## config.mk

```make
export PLATFORM = sky130hd
export DESIGN_NAME = rau_reduce
export DESIGN_NICKNAME = d
export VERILOG_FILES = /design/src/rtl/rau_pkg.sv /design/src/rtl/rau_reduce.sv
export SDC_FILE = /design/constraint.sdc
export NUM_CORES = 2
export LEC_CHECK = 0
export BUFFER_PORTS_ARGS = -buffer_cell sky130_fd_sc_hd__buf_2
export CAP_MARGIN = 15
export CORE_ASPECT_RATIO = 1.5
export CORE_MARGIN = 5
export CORE_UTILIZATION = 61
export DETAILED_ROUTE_END_ITERATION = 7
export PLACE_DENSITY = 0.78
export SETUP_SLACK_MARGIN = 0.4
export SYNTH_ARGS = -nofsm -noshare
export SYNTH_HDL_FRONTEND = slang
export SYNTH_SLANG_ARGS = --single-unit
```

## constraint.sdc

```tcl
create_clock -name clk -period 29.7 [get_ports clk]
set_clock_uncertainty 0.05 [all_clocks]
set_input_delay 1.485 -clock clk [delete_from_list [all_inputs] [get_ports clk]]
set_output_delay 1.485 -clock clk [all_outputs]
set_load 0.02 [all_outputs]
```

## src/rtl/rau_pkg.sv

```systemverilog
`timescale 1ns / 1ps
package rau_pkg;

  localparam int W  = 32;      // operand word width
  localparam int DW = 2 * W;   // cross product width

  localparam logic [2:0] CMD_NORM = 3'd0;
  localparam logic [2:0] CMD_ADD  = 3'd1;
  localparam logic [2:0] CMD_SUB  = 3'd2;
  localparam logic [2:0] CMD_MUL  = 3'd3;
  localparam logic [2:0] CMD_DIV  = 3'd4;
  localparam logic [2:0] CMD_CMP  = 3'd5;

  // one queued beat, tagged by the front end
  typedef struct packed {
    logic [2:0]   cmd;
    logic [W-1:0] a_num;
    logic [W-1:0] a_den;
    logic [W-1:0] b_num;
    logic [W-2:0] b_den;
    logic         a_zero;
    logic         b_zero;
  } item_t;

  typedef struct packed {
    logic          start;
    logic [DW-1:0] x;
    logic [DW-1:0] y;
  } red_req_t;

  typedef struct packed {
    logic          done;
    logic [DW-1:0] qx;
    logic [DW-1:0] qy;
  } red_rsp_t;

endpackage

```

## src/rtl/rau_reduce.sv

```systemverilog
`timescale 1ns / 1ps
// binary gcd, then bit-serial exact division of both parts by the gcd
module rau_reduce (
  input  logic              clk,
  input  logic              rst,
  input  rau_pkg::red_req_t req,
  output rau_pkg::red_rsp_t rsp
);

  localparam logic [1:0] R_IDLE = 2'd0;
  localparam logic [1:0] R_GCD  = 2'd1;
  localparam logic [1:0] R_DIV  = 2'd2;

  logic [1:0]              st;
  logic [rau_pkg::DW-1:0]  u, v, g, xs, ys, rx, ry;
  logic [5:0]              k;
  logic [5:0]              cnt;
  logic                    done;
  logic [rau_pkg::DW:0]    tx, ty;
  logic                    bx, by;

  assign tx = {rx, xs[rau_pkg::DW-1]};
  assign ty = {ry, ys[rau_pkg::DW-1]};
  assign bx = (tx >= {1'b0, g});
  assign by = (ty >= {1'b0, g});

  assign rsp.done = done;
  assign rsp.qx   = xs;
  assign rsp.qy   = ys;

  always_ff @(posedge clk) begin
    if (rst) begin
      st   <= R_IDLE;
      done <= 1'b0;
    end else begin
      done <= 1'b0;
      unique case (st)
        R_IDLE: begin
          if (req.start) begin
            u  <= req.x;
            v  <= req.y;
            xs <= req.x;
            ys <= req.y;
            k  <= '0;
            st <= R_GCD;
          end
        end
        R_GCD: begin
          if (u == '0 || v == '0 || u == v) begin
            if (u == '0 && v == '0) g <= {{(rau_pkg::DW-1){1'b0}}, 1'b1};
            else if (u == '0)       g <= v;
            else if (v == '0)       g <= u;
            else                    g <= u << k;
            rx  <= '0;
            ry  <= '0;
            cnt <= '1;
            st  <= R_DIV;
          end else if (!u[0] && !v[0]) begin
            u <= u >> 1;
            v <= v >> 1;
            k <= k + 6'd1;
          end else if (!u[0]) begin
            u <= u >> 1;
          end else if (!v[0]) begin
            v <= v >> 1;
          end else if (u > v) begin
            u <= u - v;
          end else begin
            v <= v - u;
          end
        end
        R_DIV: begin
          // quotient bits shift into the dividend registers
          rx <= bx ? tx[rau_pkg::DW-1:0] - g : tx[rau_pkg::DW-1:0];
          ry <= by ? ty[rau_pkg::DW-1:0] - g : ty[rau_pkg::DW-1:0];
          xs <= {xs[rau_pkg::DW-2:0], bx};
          ys <= {ys[rau_pkg::DW-2:0], by};
          cnt <= cnt - 6'd1;
          if (cnt == '0) begin
            done <= 1'b1;
            st   <= R_IDLE;
          end
        end
        default: st <= R_IDLE;
      endcase
    end
  end

endmodule

```

==> metrics.cfg <==
[logic_synthesis]
post-synth-top-count-cell = a21oi_1
synth_top_area_share_pct = 34.1
synth_edf_count = 460
synth_commonest_cells = a21oi_1 (589), nand2_1 (541), edfxtp_1 (460)
synth_ff_type = edfxtp_1
syn_inst = 4703
ys_types = 92
yosysWarnings = 0
avgSynthCellArea_um2 = 8.61
yosys.area.top_type = edfxtp_1
ys_top_cells_by_area = edfxtp_1 (34%), ha_1 (8.2%), a21oi_1 (7.3%)
ys_seq_area_share_pct = 34.3
synthesis.nets = 5102
async_flop_share_pct = 0
ys_ff_latch = 463
netlist_area_mm2 = 0.0405

[clock_network]
cts_tree = yes
cts_buffer_depth = 3
clockRootBuffer = clkbuf_16
numClockSinks = 463
postCtsResizedCells = 0
cts_hold_buf = 0
postCtsSetupBuffers = 0
clk_pin_slew_ps = 70
cts_buffers = 49
clock_latency_ps = 640
htree_num_levels = 2

[route]
dr_wl_met2_mm = 72.0
num_vias = 39000
post_drt_wl_per_cell_um = 27.0
wl_met3_mm = 12.7
viasPerCell = 6.87
wl_met1_mm = 53.0
dr.pass1.iters = 8
highest_layer = met5
drc_errors = 3
routed_wl_mm = 153
postRouteAntennaNets = 0
drtIter0Drc = 5077

[final_layout]
fin_nets = 5158
multi_input_area_mm2 = 0.0244
fillers = 5790
seqCellArea_mm2 = 0.0139
area_delta_synth_final_pct = 8.01
layout-drive-gt1-share_pct = 12.6

[timing]
finalSetupViolCount = 0
min_period_ps = 5930
worst_slew_pin_slew_ps = 1190
finalSetupTns_ps = 0
fin_ws_ps = 23770
final_hold_viol_count = 0
slew_viol_final = 0
hold_ws_ps = 498
grt_setup_unrepaired = no
period_share_pct = 20.0
timing.fmax_ghz = 0.169
slew_headroom_pct = 20.2

[global_route]
grt_overflow = 0
grt_max_degree = 87
grt_pass1_vias = 38000
grt_pass1_wl_mm = 227
antenna_found_initial = 6
grt_usage_pct = 41.2

[setup_path]
cp.required_ps = 29900
cp_top_family = simple AND/OR/NAND/NOR gates
criticalPathCategory = flip-flop to flip-flop
crit_path_end_kind = flip-flop
crit_arrival_ps = 6130
critPathMaxFanout = 79
cp.buffers_inverters = 3
worstPathCellList = nor4_1, nand4_1, nor4_2, buf_4, nor3_1, a21oi_4, buf_4, buf_4
cp-start-kind = flip-flop
path_common_cell = buf_4
crit_slowest_cell = nor4_1
crit_path_max_incr_delay_ps = 1050

[place]
place.gp.congestion = 1.09
post-dp-hpwl_mm = 116
port_buffers = 259
dp_slack_ps = 24070

[pwr]
internal_power_mw = 1.46
p_seq_share_pct = 34.7
power.combinational.fraction_pct = 39.1
vdd_ir_drop_max_mv = 0.0500
pwr-share-clk_pct = 26.2
swShare_pct = 40.9
p_sw_mw = 1.01
leakage_nw = 17.8
powerDensity_mw_per_mm2 = 56.5

[die]
die_h_um = 326
initial_core_util_pct = 61.6
fp.coreArea_mm2 = 0.0658
io_pins = 260
dieArea_mm2 = 0.0717
rows = 115
die_x_um = 220

[status]
status = complete, but fails checks
violations = DRC

[run]
maxCapViolCount = 0

[hold_path]
min_path_type = flip-flop to flip-flop

## worst register-to-register path, stage by stage (launching register included)
cell and delay [ps]:
edfxtp_1 540, nor4_1 1050, nand4_1 370, nor4_2 970, buf_4 540, nor3_1 210, a21oi_4 180, buf_4 600
buf_4 950
## metrics by stage
stage / total power [mW] / util, % / instances / area (um^2)
floorplan: 1.48 / - / 4703 / 40500
global placement: 1.79 / 64.0 / 5584 / 42100
detailed placement: 1.79 / 64.0 / 5584 / 42100
CTS: 2.44 / 66.5 / 5675 / 43700
global route: 2.56 / 66.5 / 5677 / 43700
finish: 2.47 / 66.5 / 5680 / 43700
## layout by cell type, fill, tap and decap left out, types with 28 or more instances in the layout
master     synthesis  layout
o21ai_0          286     286
a31oi_1           48      47
xnor2_1          145     145
a21oi_1          589     587
buf_2             64     259
mux2i_1           69      69
nand3_1           88      88
inv_1            284     284
and3_1            29      28
a22oi_1           93      93
clkbuf_16          0      49
o21a_1            35      35
edfxtp_1         460     460
ha_1             264     262
nand2_1          541     538
a21o_1           152     152
mux2_2           113     113
nor4_1            48      46
nand4_1           92      92
a211oi_1          70      70
mux4_2            48      48
nor3_1            74      74
o21bai_1          60      60
xor2_1            83      83
nor2_1           355     353
buf_4              9      46
## state kept, by name, indices dropped and copies added, names as in the netlist
register  cells
g            64
rx           64
ry           64
u            64
v            64
xs           64
ys           64
cnt           6
k             6
st            2
done          1
## final cells by class
cell class              count  share of cell area (%)
diodes                      4                  0.0229
clock buffers              57                    2.90
clock inverters            34                   0.798
inverters                 290                    2.49
multi-input cells        3649                    55.8
flip-flops and latches    463                    31.7
well taps                 877                    2.51
repair buffers            306                    3.77
## power by group through the flow
stage	Clock (mW)	Sequential, mW	Combinational (mW)
final	0.648	0.857	0.966
after global routing	0.677	0.857	1.02
after CTS	0.650	0.851	0.933
after detailed placement	0	0.865	0.928
after global placement	0	0.864	0.929
after floorplan	0	0.853	0.632
## metal layers
metal	track usage, %	vias up
li1	-	17500
met1	46.9	18500
met2	67.4	2337
met3	7.74	692
met4	32.2	2
met5	0	-
## cells by family (layout without fill, tap and decap cells)
kind of cell	Yosys count	after routing	synth area share, %
compound gates	1563	1563	24.0
xor+xnor	228	228	4.93
fa+ha+maj	268	268	8.36
buf+inv	591	687	5.76
flops	463	463	34.3
mux	230	230	7.52
other cells	0	4	0
simple gates	1360	1360	15.2
## path summary, 6_finish.rpt
check                            start     end  slack (ps)  cells past startpoint
worst min register to register  ys[58]  ys[59]         500                      2
worst max register to register   v[46]  rx[14]       23770                      8
worst min-delay path            ys[58]  ys[59]         500                      2
worst max-delay path             v[46]  rx[14]       23770                      8
Note: power is estimated with default switching activity, not from simulation.
