File: src/rtl/rau_pkg.sv
`timescale 1ns / 1ps
package rau_pkg;

  localparam int W  = 32;      // operand word width
  localparam int DW = 2 * W;   // cross product width

  localparam logic [2:0] CMD_NORM = 3'd0;
  localparam logic [2:0] CMD_ADD  = 3'd1;
  localparam logic [2:0] CMD_SUB  = 3'd2;
  localparam logic [2:0] CMD_MUL  = 3'd3;
  localparam logic [2:0] CMD_DIV  = 3'd4;
  localparam logic [2:0] CMD_CMP  = 3'd5;

  // one queued beat, tagged by the front end
  typedef struct packed {
    logic [2:0]   cmd;
    logic [W-1:0] a_num;
    logic [W-1:0] a_den;
    logic [W-1:0] b_num;
    logic [W-2:0] b_den;
    logic         a_zero;
    logic         b_zero;
  } item_t;

  typedef struct packed {
    logic          start;
    logic [DW-1:0] x;
    logic [DW-1:0] y;
  } red_req_t;

  typedef struct packed {
    logic          done;
    logic [DW-1:0] qx;
    logic [DW-1:0] qy;
  } red_rsp_t;

endpackage

File: src/rtl/rau_front.sv
`timescale 1ns / 1ps
module rau_front (
  input  logic                clk,
  input  logic                rst,
  input  logic                start,
  output logic                busy,
  input  logic [2:0]          cmd,
  input  logic [rau_pkg::W-1:0] a_num,
  input  logic [rau_pkg::W-1:0] a_den,
  input  logic [rau_pkg::W-1:0] b_num,
  input  logic [rau_pkg::W-2:0] b_den,
  output logic                q_valid,
  output rau_pkg::item_t      q_item,
  input  logic                q_pop
);

  rau_pkg::item_t q [2];
  logic       wr_ptr;
  logic       rd_ptr;
  logic [1:0] count;
  logic       push;

  assign busy    = (count == 2'd2);
  assign push    = start && !busy;
  assign q_valid = (count != 2'd0);
  assign q_item  = q[rd_ptr];

  always_ff @(posedge clk) begin
    if (push) begin
      q[wr_ptr].cmd    <= cmd;
      q[wr_ptr].a_num  <= a_num;
      q[wr_ptr].a_den  <= a_den;
      q[wr_ptr].b_num  <= b_num;
      q[wr_ptr].b_den  <= b_den;
      q[wr_ptr].a_zero <= (a_den == '0);
      q[wr_ptr].b_zero <= (b_den == '0);
    end
  end

  always_ff @(posedge clk) begin
    if (rst) begin
      wr_ptr <= 1'b0;
      rd_ptr <= 1'b0;
      count  <= 2'd0;
    end else begin
      if (push) wr_ptr <= ~wr_ptr;
      if (q_pop) rd_ptr <= ~rd_ptr;
      count <= count + {1'b0, push} - {1'b0, q_pop};
    end
  end

endmodule

File: config.mk
export PLATFORM = sky130hd
export DESIGN_NAME = rau_front
export DESIGN_NICKNAME = d
export VERILOG_FILES = /design/src/rtl/rau_pkg.sv /design/src/rtl/rau_front.sv
export SDC_FILE = /design/constraint.sdc
export NUM_CORES = 1
export LEC_CHECK = 0
export BUFFER_PORTS_ARGS = -buffer_cell sky130_fd_sc_hd__buf_4
export CAP_MARGIN = 20
export CORE_UTILIZATION = 41
export CTS_CLUSTER_SIZE = 12
export DETAILED_ROUTE_END_ITERATION = 16
export GPL_ROUTABILITY_DRIVEN = 0
export HOLD_SLACK_MARGIN = 0.08
export PLACE_DENSITY_LB_ADDON = 0.1
export SYNTH_ARGS = -nofsm -noshare
export SYNTH_HDL_FRONTEND = slang
export SYNTH_SLANG_ARGS = --single-unit
File: constraint.sdc
create_clock -name clk -period 5.9 [get_ports clk]
set_clock_uncertainty 0.05 [all_clocks]
set_input_delay 0.295 -clock clk [delete_from_list [all_inputs] [get_ports clk]]
set_output_delay 0.295 -clock clk [all_outputs]
set_load 0.01 [all_outputs]
==> reports/metrics.cfg, run 1 <==
[drt]
antenna_left=0
wl_met2_um=10300
routed_via_density=4.69
firstDrtPassIters=4
top_layer=met4
drt_wl_total_um=21300
met1_length_um=9030
met3_length_um=1590
drc=0
via_count=5718
wl_per_cell_um=17.5
drtIter0Drc=320

[clock_network]
cts_max_path_buffers=3
tritoncts=yes
cts_buffers=28
cts.sinks=269
htreeDepth=1
cts_root_buffer=clkbuf_16
clock_latency_ns=0.52
post-cts-setup-buffers=0
clk_pin_slew_worst_paths_ns=0.05
postCtsResizedCells=0

[die]
fp.dieH_um=160
start_util_pct=41.9
fp.dieW_um=160
core_area_mm2=0.0244
rows=57
die_area_mm2=0.0255
pin_count=268

[synthesis]
synth_cell_types=23
synth_area_mm2=0.0102
yosysWarnings=0
postSynthAreaPerCell_um2=22.3
synthArstFlopShare_pct=0
ys.flop_type=edfxtp_1
ys_seq_area_share_pct=78.6
syn_nets=594
synth-edff-count=264
synth-seq-cells=269
syn_inst=458

[sta]
period_share_pct=52.8
slew_headroom_pct=43.8
tns_ns=0
rsz0062_at_grt=false
max_freq_mhz=321
whs_ns=0.130
max_slew.worst_pin.slew_ns=0.842
hold_viol=0
finalSetupViolCount=0
maxSlewViolCount=0
period_minus_slack_ns=3.12

[placed_design]
io_buffers=267
place_hpwl_um=13300

[run]
maxCapViolCount=0

[setup_path]
worst_setup_path_end_kind=primary output
cp.required_ns=5.56
r2r_cells=5
cp-start-kind=register
r2r_start=count[0]
crit_path_end=q_item[47]
crit_type=reg -> out
crit_arrival_ns=2.77
regToRegEndpoint=q[0][90]
cp_max_fo=49
r2r_slack_ns=3.10

[cells_and_area]
mostFrequentLayoutCells=buf_4, edfxtp_1, dlygate4sd3_1, mux2_4, mux2_2
fin_nets=1014
mostFrequentLayoutCell=buf_4
diodes=0
drive_gt1_share_pct=49.1
area.growth.synth_to_final_pct=43.8

[global_routing]
grt_overflow=0
grt_max_degree=78
grt_pass1_wl_um=32300
grt.total_usage_pct=16.2
grt_pass1_vias=6039
antenna_found_initial=0

[power]
power_frac_comb_pct=19.7
swShare_pct=23.5
p_seq_share_pct=48.8
p_clk_share_pct=31.5
leakage_uw=0.00565
power.switching_uw=1190
p_per_area_mw_per_mm2=345
p_int_uw=3870
vdd_drop_max_mv=0.246

[hold_path]
hold_path_class=in -> reg

[outcome]
outcome=completed

==> power groups by stage <==
| stage | sequential [µW] | clock (µW) | combinational [µW] |
|---|---|---|---|
| global route | 2490 | 1710 | 1060 |
| finish | 2470 | 1600 | 996 |
| global placement | 2500 | 0 | 923 |
| floorplan | 2510 | 0 | 508 |
| CTS | 2470 | 1640 | 1010 |
| detailed placement | 2510 | 0 | 936 |
==> layout make-up <==
cell class | instances | area (µm²)
fill | 1872 | 9700
sequential | 269 | 8030
timing repair buffer | 405 | 3370
multi-input combinational | 170 | 2030
clock buffer | 40 | 767
tap | 324 | 405
clock inverter | 8 | 58.8
inverter | 4 | 20.0
==> state kept, by name (all words and copies together) (netlist names), named ones only <==
signal,cells
q,264
count,2
wr_ptr,1
rd_ptr,1
==> per-layer routing <==
layer | vias to the layer above | track usage (%)
met3 | 31 | 4.44
li1 | 2673 | -
met5 | - | 0
met2 | 207 | 27.8
met4 | 0 | 3.85
met1 | 2807 | 20.5
==> stage by stage <==
step                cells  instance area [µm²]  total power [µW]  setup WS (ns)  util, %
finish               1220                14700              5060           2.78     60.2
global route         1220                14700              5270           2.63     60.2
CTS                  1220                14700              5130           2.70     60.2
detailed placement   1039                12500              3450           3.08     51.4
global placement     1039                12500              3420           3.19     51.4
floorplan             458                10200              3020           1.80        -
==> how the worst min path moves through the flow <==
stage | from | endpoint | slack [ns] | cells after the start
after detailed placement | a_num[8] | q[0][105] | 0.43 | 1
final | start | wr_ptr | 0.13 | 4
after global placement | wr_ptr | wr_ptr | 0.42 | 2
after global routing | start | wr_ptr | 0.12 | 4
after CTS | start | wr_ptr | 0.1 | 4
after floorplan | rst | wr_ptr | 0.31 | 1
==> cells by family (layout without fill, tap and decap cells) <==
family                   after synthesis  after routing  share of synthesized area [%]
buffers and inverters                 19            457                           1.53
multiplexers                         132            132                           17.5
adder cells (fa/ha/maj)                2              2                          0.245
AND/OR/NAND/NOR                       31             31                           1.74
XOR/XNOR                               3              3                          0.257
AO/OA/AOI/OAI                          2              2                         0.0979
flip-flops                           269            269                           78.6
==> Yosys cell counts (2+ instances only) <==
master,n,area (µm²)
buf_2,5,25.0
buf_6,9,101
dfxtp_1,5,100
edfxtp_1,264,7930
ha_1,2,25.0
inv_1,4,15.0
mux2_2,52,586
mux2_4,80,1200
nand4_1,4,25.0
nor2_1,5,18.8
nor4_1,15,93.8
xnor2_1,2,17.5
==> what timing repair did <==
item,4_1_cts,5_1_grt
hold endpoints to repair,265,0
endpoints found under the setup margin,0,0
hold buffers,133,0
==> critical path, stage by stage (launching register included) <==
cell	delay [ns]
dfxtp_4	0.85
buf_4	0.80
mux2_2	0.41
buf_4	0.15
(Power assumes the default switching activity.)
==> run 2, diff against run 1 <==
==> constraint.sdc (replaced) <==
create_clock -name clk -period 2.94 [get_ports clk]
set_clock_uncertainty 0.05 [all_clocks]
set_input_delay 0.147 -clock clk [delete_from_list [all_inputs] [get_ports clk]]
set_output_delay 0.147 -clock clk [all_outputs]
set_load 0.01 [all_outputs]
==> reports/metrics.cfg, run 2 (same netlist as run 1, synthesis figures left out) <==
[sta]
slew_headroom_pct=65.6
worst_slack_ns=0.542
max_freq_mhz=417
period_share_pct=81.6
whs_ns=0.280
hold_viol=0
max_slew.worst_pin.slew_ns=0.516
finalSetupViolCount=0
rsz0062_at_grt=false
maxSlewViolCount=0
period_minus_slack_ns=2.40

[global_routing]
grt_max_degree=78
grt_overflow=0
antenna_found_initial=0
grt_pass1_vias=6262
grt.total_usage_pct=17.0
grt_pass1_wl_um=33900

[drt]
antenna_left=0
drt_wl_total_um=22000
wl_per_cell_um=17.9
firstDrtPassIters=4
routed_via_density=4.69
via_count=5763
drc=0
drtIter0Drc=248

[cells_and_area]
fin_nets=1019
reg_top3=q (264), count (2)
drive_gt1_share_pct=49.9
area.growth.synth_to_final_pct=46.1
mostFrequentLayoutCells=buf_4, edfxtp_1, dlygate4sd3_1, mux2_4, mux2_2
diodes=0
top_register=q
largest_reg_flops=264
mostFrequentLayoutCell=buf_4
nFillCells=1817

[placed_design]
place_hpwl_um=14000
dp_worst_setup_slack_ns=1.09
io_buffers=267

[power]
p_int_uw=8110
p_clk_share_pct=33.7
power_frac_comb_pct=19.5
swShare_pct=23.5
leakage_uw=0.00574
p_per_area_mw_per_mm2=711
vdd_drop_max_mv=0.514
power.switching_uw=2490
p_seq_share_pct=46.8

[clock_network]
cts_max_path_buffers=3
cts_root_buffer=clkbuf_16
clk_pin_slew_worst_paths_ns=0.06
tritoncts=yes
clock_latency_ns=0.54
cts_buffers=30
htreeDepth=1
holdBufCountCts=134
post-cts-setup-buffers=0
postCtsResizedCells=0
cts.sinks=269

[run]
maxCapViolCount=0

[die]
die_area_mm2=0.0255
rows=57
pin_count=268
start_util_pct=41.9
fp.dieW_um=160
core_area_mm2=0.0244
fp.dieH_um=160

[hold_path]
hold_path_class=in -> reg

[setup_path]
cp.required_ns=2.74
cp_max_fo=55
cp-start-kind=register
worst_setup_path_end_kind=primary output
crit_arrival_ns=2.20
crit_type=reg -> out

[outcome]
outcome=completed

[run 2: power by group through the flow]
stage	combinational (µW)	sequential, µW	clock, µW
after global routing	2210	5000	3820
after detailed placement	1950	5040	0
final	2070	4960	3580
after floorplan	1040	5010	0
after CTS	2100	4960	3660
after global placement	1920	5020	0
[run 2: routing by layer]
layer / track usage (%) / up-vias / share of wire [%]
li1: - / 2683 / -
met1: 21.9 / 2839 / 42
met2: 28.4 / 211 / 49
met3: 4.26 / 30 / 7.1
met4: 4.76 / 0 / 2.0
met5: 0 / - / 0
[run 2: layout make-up]
type,instances,area (µm²),share of cell area (%)
sequential,269,8030,53.9
timing repair buffer,408,3460,23.2
multi-input combinational,170,2040,13.7
clock buffer,38,802,5.38
tap,324,405,2.72
clock inverter,16,150,1.01
inverter,4,21.3,0.143
[run 2: metrics by stage]
stage	cell area, µm²	setup TNS, ns	total power, µW	util, %	cells
detailed placement	12600	0	6990	51.7	1041
global placement	12600	0	6940	51.7	1041
floorplan	10200	-9.15	6050	-	458
CTS	14900	0	10700	61.2	1229
finish	14900	0	10600	61.2	1229
global route	14900	0	11000	61.2	1229
[run 2: final timing paths]
check        cells after the start  slack [ns]     start          to
min reg2reg                      2        0.46    wr_ptr      wr_ptr
min                              2        0.28  b_num[7]    q[1][40]
max reg2reg                      5        1.07  count[0]    q[0][39]
max                              3        0.54  register  q_item[57]
[run 2: worst max-delay path: stages (launching register included)]
cell and delay [ns]:
dfxtp_4 0.67, buf_12 0.42, mux2_4 0.34, buf_4 0.14
