## config.mk

```make
export PLATFORM = sky130hd
export DESIGN_NAME = rau_core
export DESIGN_NICKNAME = d
export VERILOG_FILES = /design/src/rtl/rau_pkg.sv /design/src/rtl/rau_core.sv
export SDC_FILE = /design/constraint.sdc
export NUM_CORES = 2
export LEC_CHECK = 0
export BUFFER_PORTS_ARGS = -buffer_cell sky130_fd_sc_hd__buf_4
export CAP_MARGIN = 20
export CORE_MARGIN = 2
export CORE_UTILIZATION = 45
export DETAILED_ROUTE_END_ITERATION = 12
export HOLD_SLACK_MARGIN = 0.15
export PLACE_DENSITY = 0.66
export SYNTH_ARGS = -nofsm -noshare
export SYNTH_HDL_FRONTEND = slang
export SYNTH_SLANG_ARGS = --single-unit
```

## constraint.sdc

```tcl
create_clock -name clk -period 28.1 [get_ports clk]
set_input_delay 1.405 -clock clk [delete_from_list [all_inputs] [get_ports clk]]
set_output_delay 1.405 -clock clk [all_outputs]
set_load 0.01 [all_outputs]
```

## src/rtl/rau_pkg.sv

```systemverilog
`timescale 1ns / 1ps
package rau_pkg;

  localparam int W  = 32;      // operand word width
  localparam int DW = 2 * W;   // cross product width

  localparam logic [2:0] CMD_NORM = 3'd0;
  localparam logic [2:0] CMD_ADD  = 3'd1;
  localparam logic [2:0] CMD_SUB  = 3'd2;
  localparam logic [2:0] CMD_MUL  = 3'd3;
  localparam logic [2:0] CMD_DIV  = 3'd4;
  localparam logic [2:0] CMD_CMP  = 3'd5;

  // one queued beat, tagged by the front end
  typedef struct packed {
    logic [2:0]   cmd;
    logic [W-1:0] a_num;
    logic [W-1:0] a_den;
    logic [W-1:0] b_num;
    logic [W-2:0] b_den;
    logic         a_zero;
    logic         b_zero;
  } item_t;

  typedef struct packed {
    logic          start;
    logic [DW-1:0] x;
    logic [DW-1:0] y;
  } red_req_t;

  typedef struct packed {
    logic          done;
    logic [DW-1:0] qx;
    logic [DW-1:0] qy;
  } red_rsp_t;

endpackage

```

## src/rtl/rau_core.sv

```systemverilog
`timescale 1ns / 1ps
module rau_core (
  input  logic                  clk,
  input  logic                  rst,
  input  logic                  q_valid,
  input  rau_pkg::item_t        q_item,
  output logic                  q_pop,
  output rau_pkg::red_req_t     red_req,
  input  rau_pkg::red_rsp_t     red_rsp,
  output logic                  done,
  output logic [rau_pkg::W-1:0] res_num,
  output logic [rau_pkg::W-2:0] res_den,
  output logic                  error,
  output logic                  overflow,
  output logic                  less,
  output logic                  greater,
  output logic                  equal
);

  localparam int W  = rau_pkg::W;
  localparam int DW = rau_pkg::DW;

  localparam logic [3:0] S_IDLE = 4'd0;
  localparam logic [3:0] S_RA   = 4'd1;
  localparam logic [3:0] S_RB   = 4'd2;
  localparam logic [3:0] S_M1   = 4'd3;
  localparam logic [3:0] S_M2   = 4'd4;
  localparam logic [3:0] S_M3   = 4'd5;
  localparam logic [3:0] S_M4   = 4'd6;
  localparam logic [3:0] S_COMB = 4'd7;
  localparam logic [3:0] S_RR   = 4'd8;
  localparam logic [3:0] S_CHK  = 4'd9;

  logic [3:0]    st;
  logic [2:0]    cmd;
  logic          sa, sb, rs, err, have;
  logic [W-1:0]  ma, mda, mb, mdb;
  logic [DW-1:0] p1, p2, p3, p4, rn_mag, rd_mag;
  logic [DW-1:0] red_x, red_y;
  logic          red_go;

  logic [W-1:0]  an_mag, ad_eff, ad_mag, bn_mag;
  logic [W-2:0]  bd_eff;
  logic [W-1:0]  m_a, m_b;
  logic [DW-1:0] prod;
  logic [DW:0]   v1, v2, sum, dif, smag, dmag;
  logic          num_ok, den_ok;

  assign q_pop = (st == S_IDLE) && q_valid;

  assign red_req.start = red_go;
  assign red_req.x     = red_x;
  assign red_req.y     = red_y;

  // operand magnitudes, zero denominators replaced by one
  assign ad_eff = q_item.a_zero ? {{(W-1){1'b0}}, 1'b1} : q_item.a_den;
  assign bd_eff = q_item.b_zero ? {{(W-2){1'b0}}, 1'b1} : q_item.b_den;
  assign an_mag = q_item.a_num[W-1] ? -q_item.a_num : q_item.a_num;
  assign ad_mag = ad_eff[W-1] ? -ad_eff : ad_eff;
  assign bn_mag = q_item.b_num[W-1] ? -q_item.b_num : q_item.b_num;

  always_comb begin
    m_a = ma;
    m_b = mdb;
    case (st)
      S_M2:    begin m_a = mb; m_b = mda; end
      S_M3:    begin m_a = ma; m_b = mb;  end
      S_M4:    begin m_a = mda; m_b = mdb; end
      default: begin m_a = ma; m_b = mdb; end
    endcase
  end
  assign prod = {{W{1'b0}}, m_a} * {{W{1'b0}}, m_b};

  // signed cross products, one extra bit
  assign v1   = sa ? (~{1'b0, p1} + 1'b1) : {1'b0, p1};
  assign v2   = sb ? (~{1'b0, p2} + 1'b1) : {1'b0, p2};
  assign sum  = v1 + v2;
  assign dif  = v1 - v2;
  assign smag = sum[DW] ? -sum : sum;
  assign dmag = dif[DW] ? -dif : dif;

  assign den_ok = (rd_mag[DW-1:W-1] == '0);
  assign num_ok = rs ? (rn_mag <= {{(DW-W){1'b0}}, 1'b1, {(W-1){1'b0}}})
                     : (rn_mag[DW-1:W-1] == '0);

  always_ff @(posedge clk) begin
    if (rst) begin
      st     <= S_IDLE;
      red_go <= 1'b0;
      done   <= 1'b0;
    end else begin
      red_go <= 1'b0;
      done   <= 1'b0;
      unique case (st)
        S_IDLE: begin
          if (q_valid) begin
            cmd    <= q_item.cmd;
            err    <= q_item.a_zero || q_item.b_zero;
            sa     <= q_item.a_num[W-1] ^ ad_eff[W-1];
            sb     <= q_item.b_num[W-1];
            mb     <= bn_mag;
            mdb    <= {1'b0, bd_eff};
            red_x  <= {{W{1'b0}}, an_mag};
            red_y  <= {{W{1'b0}}, ad_mag};
            red_go <= 1'b1;
            st     <= S_RA;
          end
        end
        S_RA: begin
          if (red_rsp.done) begin
            ma     <= red_rsp.qx[W-1:0];
            mda    <= red_rsp.qy[W-1:0];
            red_x  <= {{W{1'b0}}, mb};
            red_y  <= {{W{1'b0}}, mdb};
            red_go <= 1'b1;
            st     <= S_RB;
          end
        end
        S_RB: begin
          if (red_rsp.done) begin
            mb  <= red_rsp.qx[W-1:0];
            mdb <= red_rsp.qy[W-1:0];
            st  <= S_M1;
          end
        end
        S_M1: begin p1 <= prod; st <= S_M2; end
        S_M2: begin p2 <= prod; st <= S_M3; end
        S_M3: begin p3 <= prod; st <= S_M4; end
        S_M4: begin p4 <= prod; st <= S_COMB; end
        S_COMB: begin
          less    <= 1'b0;
          greater <= 1'b0;
          equal   <= 1'b0;
          have    <= 1'b0;
          rs      <= 1'b0;
          rn_mag  <= '0;
          rd_mag  <= {{(DW-1){1'b0}}, 1'b1};
          st      <= S_CHK;
          case (cmd)
            rau_pkg::CMD_NORM: begin
              rs     <= sa;
              rn_mag <= {{W{1'b0}}, ma};
              rd_mag <= {{W{1'b0}}, mda};
              have   <= 1'b1;
            end
            rau_pkg::CMD_ADD: begin
              rs     <= sum[DW];
              red_x  <= smag[DW-1:0];
              red_y  <= p4;
              red_go <= 1'b1;
              have   <= 1'b1;
              st     <= S_RR;
            end
            rau_pkg::CMD_SUB: begin
              rs     <= dif[DW];
              red_x  <= dmag[DW-1:0];
              red_y  <= p4;
              red_go <= 1'b1;
              have   <= 1'b1;
              st     <= S_RR;
            end
            rau_pkg::CMD_MUL: begin
              rs     <= sa ^ sb;
              red_x  <= p3;
              red_y  <= p4;
              red_go <= 1'b1;
              have   <= 1'b1;
              st     <= S_RR;
            end
            rau_pkg::CMD_DIV: begin
              if (mb == '0) begin
                err <= 1'b1;
              end else begin
                rs     <= sa ^ sb;
                red_x  <= p1;
                red_y  <= p2;
                red_go <= 1'b1;
                have   <= 1'b1;
                st     <= S_RR;
              end
            end
            rau_pkg::CMD_CMP: begin
              less    <= $signed(v1) <  $signed(v2);
              greater <= $signed(v1) >  $signed(v2);
              equal   <= (v1 == v2);
            end
            default: ;
          endcase
        end
        S_RR: begin
          if (red_rsp.done) begin
            rn_mag <= red_rsp.qx;
            rd_mag <= red_rsp.qy;
            st     <= S_CHK;
          end
        end
        S_CHK: begin
          done  <= 1'b1;
          error <= err;
          if (have && num_ok && den_ok) begin
            res_num  <= rs ? -rn_mag[W-1:0] : rn_mag[W-1:0];
            res_den  <= rd_mag[W-2:0];
            overflow <= 1'b0;
          end else begin
            res_num  <= '0;
            res_den  <= {{(W-2){1'b0}}, 1'b1};
            overflow <= have;
          end
          st <= S_IDLE;
        end
        default: st <= S_IDLE;
      endcase
    end
  end

endmodule

```

==> results by group <==
Run status
  • Outcome: completed

Worst setup path
  • Worst R2R Setup Slack: 16.16 ns
  • Slowest cell delay on critical path: 0.79 ns
  • Most used cell, CP: fa_1
  • Worst setup SP type: register
  • CP max stage cell: a21o_1
  • Setup crit end kind: register
  • CP arrival: 12.42 ns
  • CP required: 28.57 ns
  • Critical-path maximum fanout: 54
  • FF-to-FF path depth: 32
  • Crit Path Class: reg -> reg
  • Reg2reg start: st[0]
  • Worst flop-to-flop path endpoint: p4[63]

GRT
  • Aggregate global routing overflow: 0
  • Pin count of the biggest net entering global routing: 70
  • GRT Total Usage: 0.367
  • Initial antenna violation count: 25
  • First-pass GRT wire length: 475,000 µm
  • Vias in the first global route: 67,000

Cells and area
  • Final nets: 10,300
  • Fill cell count: 16,400
  • Final design utilization: 0.505
  • Non-filler instance count after layout: 11,200
  • Share of cells above drive strength 1: 0.0997
  • P&R area growth vs syn: 11.4%

Yosys
  • Synth Area per Inst: 9.27 µm²
  • Post-synth top cells: inv_1, nor2_1, nand2_1, fa_1, edfxtp_1
  • Ys Warns: 0
  • Synthesized area: 0.0788 mm²
  • Most common cell in the netlist: inv_1
  • Synth area leaders: edfxtp_1, fa_1, ha_1
  • Distinct cell type count after synthesis: 102
  • Post-Synthesis Cells: 8,493
  • Synth Flop Type: edfxtp_1
  • FFs w/ async S/R, synth: 0
  • Seq/Total Area, Yosys: 0.274
  • Mapped Nets: 10,100
  • Post-synth EDFFs: 716
  • Synth Register Bits: 722
  • Top-area cell type share of the netlist area: 0.273
  • Cell accounting for the most synthesized area: edfxtp_1

Min path
  • HP Start: err
  • Worst Hold Depth: 0
  • HP Class: reg -> reg
  • End point of the worst hold path: error

Timing
  • Final Cycle Share: 0.425
  • Max Fclk: 83.7 MHz
  • Setup_tns: 0 ns
  • Max Slew Vio Count: 0
  • Final min period: 11.94 ns
  • Final Hold Fails: 0
  • Setup violators final: 0
  • RSZ-0062 raised after global routing: no
  • Max_slew headroom: 0.124
  • Worst slew pin tran: 1.31 ns
  • Clock skew: 0.0873 ns

Placement
  • GPL Wtd Cong: 1.03
  • Dpl cells: 11,000
  • DP HPWL: 268,000 µm
  • Port-buffer cells: 462

Floorplan
  • Initial Util: 0.453
  • Core Footprint: 0.174 mm²
  • Placement Rows: 153
  • Die ar.: 0.178 mm²
  • Top-level I/O count: 463
  • Die H: 422 µm
  • Die width: 422 µm

Clock tree
  • Hold_buf cts: 0
  • Post-CTS setup buffer count: 0
  • CTS Buf Count: 82
  • CTS clk-pin slew, worst paths: 0.06 ns
  • Post-cts resize count: 0
  • CTS max path bufs: 3
  • Clk sinks: 722
  • TritonCTS clock tree: yes
  • Worst-skew pair later-pin latency: 0.74 ns
  • H-tree levels: 3
  • CTS root buf: clkbuf_16

Detailed routing
  • Initial drt markers: 8,758
  • DRT Pass-1 Iters: 7
  • # DRC: 0
  • Overall routed net length: 334,000 µm
  • Vias per cell: 6.10
  • DR WL/cell: 29.9 µm
  • Vias: 68,200
  • Antenna-violating nets left: 0

Job
  • Max-cap check violation count: 0
==> cells in the final DEF (no fill, tap or decap), types with 72 or more instances in the layout <==
master and count:
buf_4 621, a21o_1 149, o21ai_0 349, nor4_1 99
mux2i_1 80, and2_1 133, o31ai_1 103, a21oi_1 471
edfxtp_1 716, xor2_1 166, xnor2_1 335, fa_1 898
clkbuf_16 83, inv_1 1066, nand2_1 918, nor3_1 99
nand3_1 72, nand2b_1 79, ha_1 400, nor2_1 979
==> how the worst max path moves through the flow <==
stage                  from  slack, ns        to  cells past startpoint
finish                st[0]      16.16    p4[63]                     32
floorplan           q_valid      15.69  red_x[0]                      2
detailed placement    st[0]      16.33    p3[63]                     32
CTS                   st[0]      16.30    p2[63]                     32
global placement      st[0]      16.50    p1[63]                     32
global route          st[0]      15.51    p4[63]                     32
==> metrics by stage <==
stage	hold WS [ns]	cell area [µm²]	setup WS, ns
floorplan	0.400	78800	15.69
global placement	0.414	84900	16.50
detailed placement	0.405	85000	16.33
CTS	0.419	87700	16.30
global route	0.432	87700	15.51
finish	0.419	87800	16.16
==> logic make-up (layout without fill, tap and decap cells) <==
logic type / after synthesis / in the layout / share of synthesized area
AOI/OAI and AO/OA: 1637 / 1637 / 0.135
xor gates and xnor gates: 504 / 504 / 0.0560
adders and majority gates: 1298 / 1298 / 0.292
buffers and inverters: 1508 / 1848 / 0.0727
DFF: 722 / 722 / 0.274
muxes: 84 / 84 / 0.0109
other: 0 / 18 / 0
and+or+nand+nor: 2740 / 2740 / 0.159
==> final cells by class <==
cell class / count / area, µm² / area share
well taps: 2325 / 2910 / 0.0331
multi-input cells: 6263 / 51700 / 0.589
diodes: 18 / 45.0 / 0.000513
clock buffers: 93 / 2110 / 0.0241
inverters: 1072 / 4020 / 0.0459
repair buffers: 625 / 4720 / 0.0538
clock inverters: 58 / 601 / 0.00684
flip-flops and latches: 722 / 21600 / 0.246
==> registers in the layout, indices dropped and copies added, names as in the netlist, 64 cells and up <==
| register | count |
|---|---|
| p4 | 64 |
| red_x | 64 |
| p1 | 64 |
| p3 | 64 |
| rd_mag | 64 |
| p2 | 64 |
| rn_mag | 64 |
| red_y | 64 |
==> worst max-delay path, delay by kind of cell, from the launching register on <==
kind / cells / cell delay, ns
AO/OA/AOI/OAI: 8 / 3.25
XOR/XNOR: 1 / 0.29
flip-flops: 1 / 0.31
buffers and inverters: 7 / 1.52
AND/OR/NAND/NOR: 7 / 1.54
adder cells (fa/ha/maj): 9 / 4.71
==> layer usage <==
| metal | GRT usage | wire length (µm) | vias to the layer above | share of wire |
|---|---|---|---|---|
| met5 | 0.00457 | 198 | - | 0.00059 |
| met4 | 0.137 | 14200 | 18 | 0.043 |
| met3 | 0.0832 | 33600 | 642 | 0.10 |
| met2 | 0.560 | 148000 | 3779 | 0.44 |
| met1 | 0.509 | 137000 | 34600 | 0.41 |
| li1 | - | - | 29200 | - |
Power is left out: the tool's default activity adds up to more than one toggle a clock period on the data nets, which glitch-free logic cannot reach.
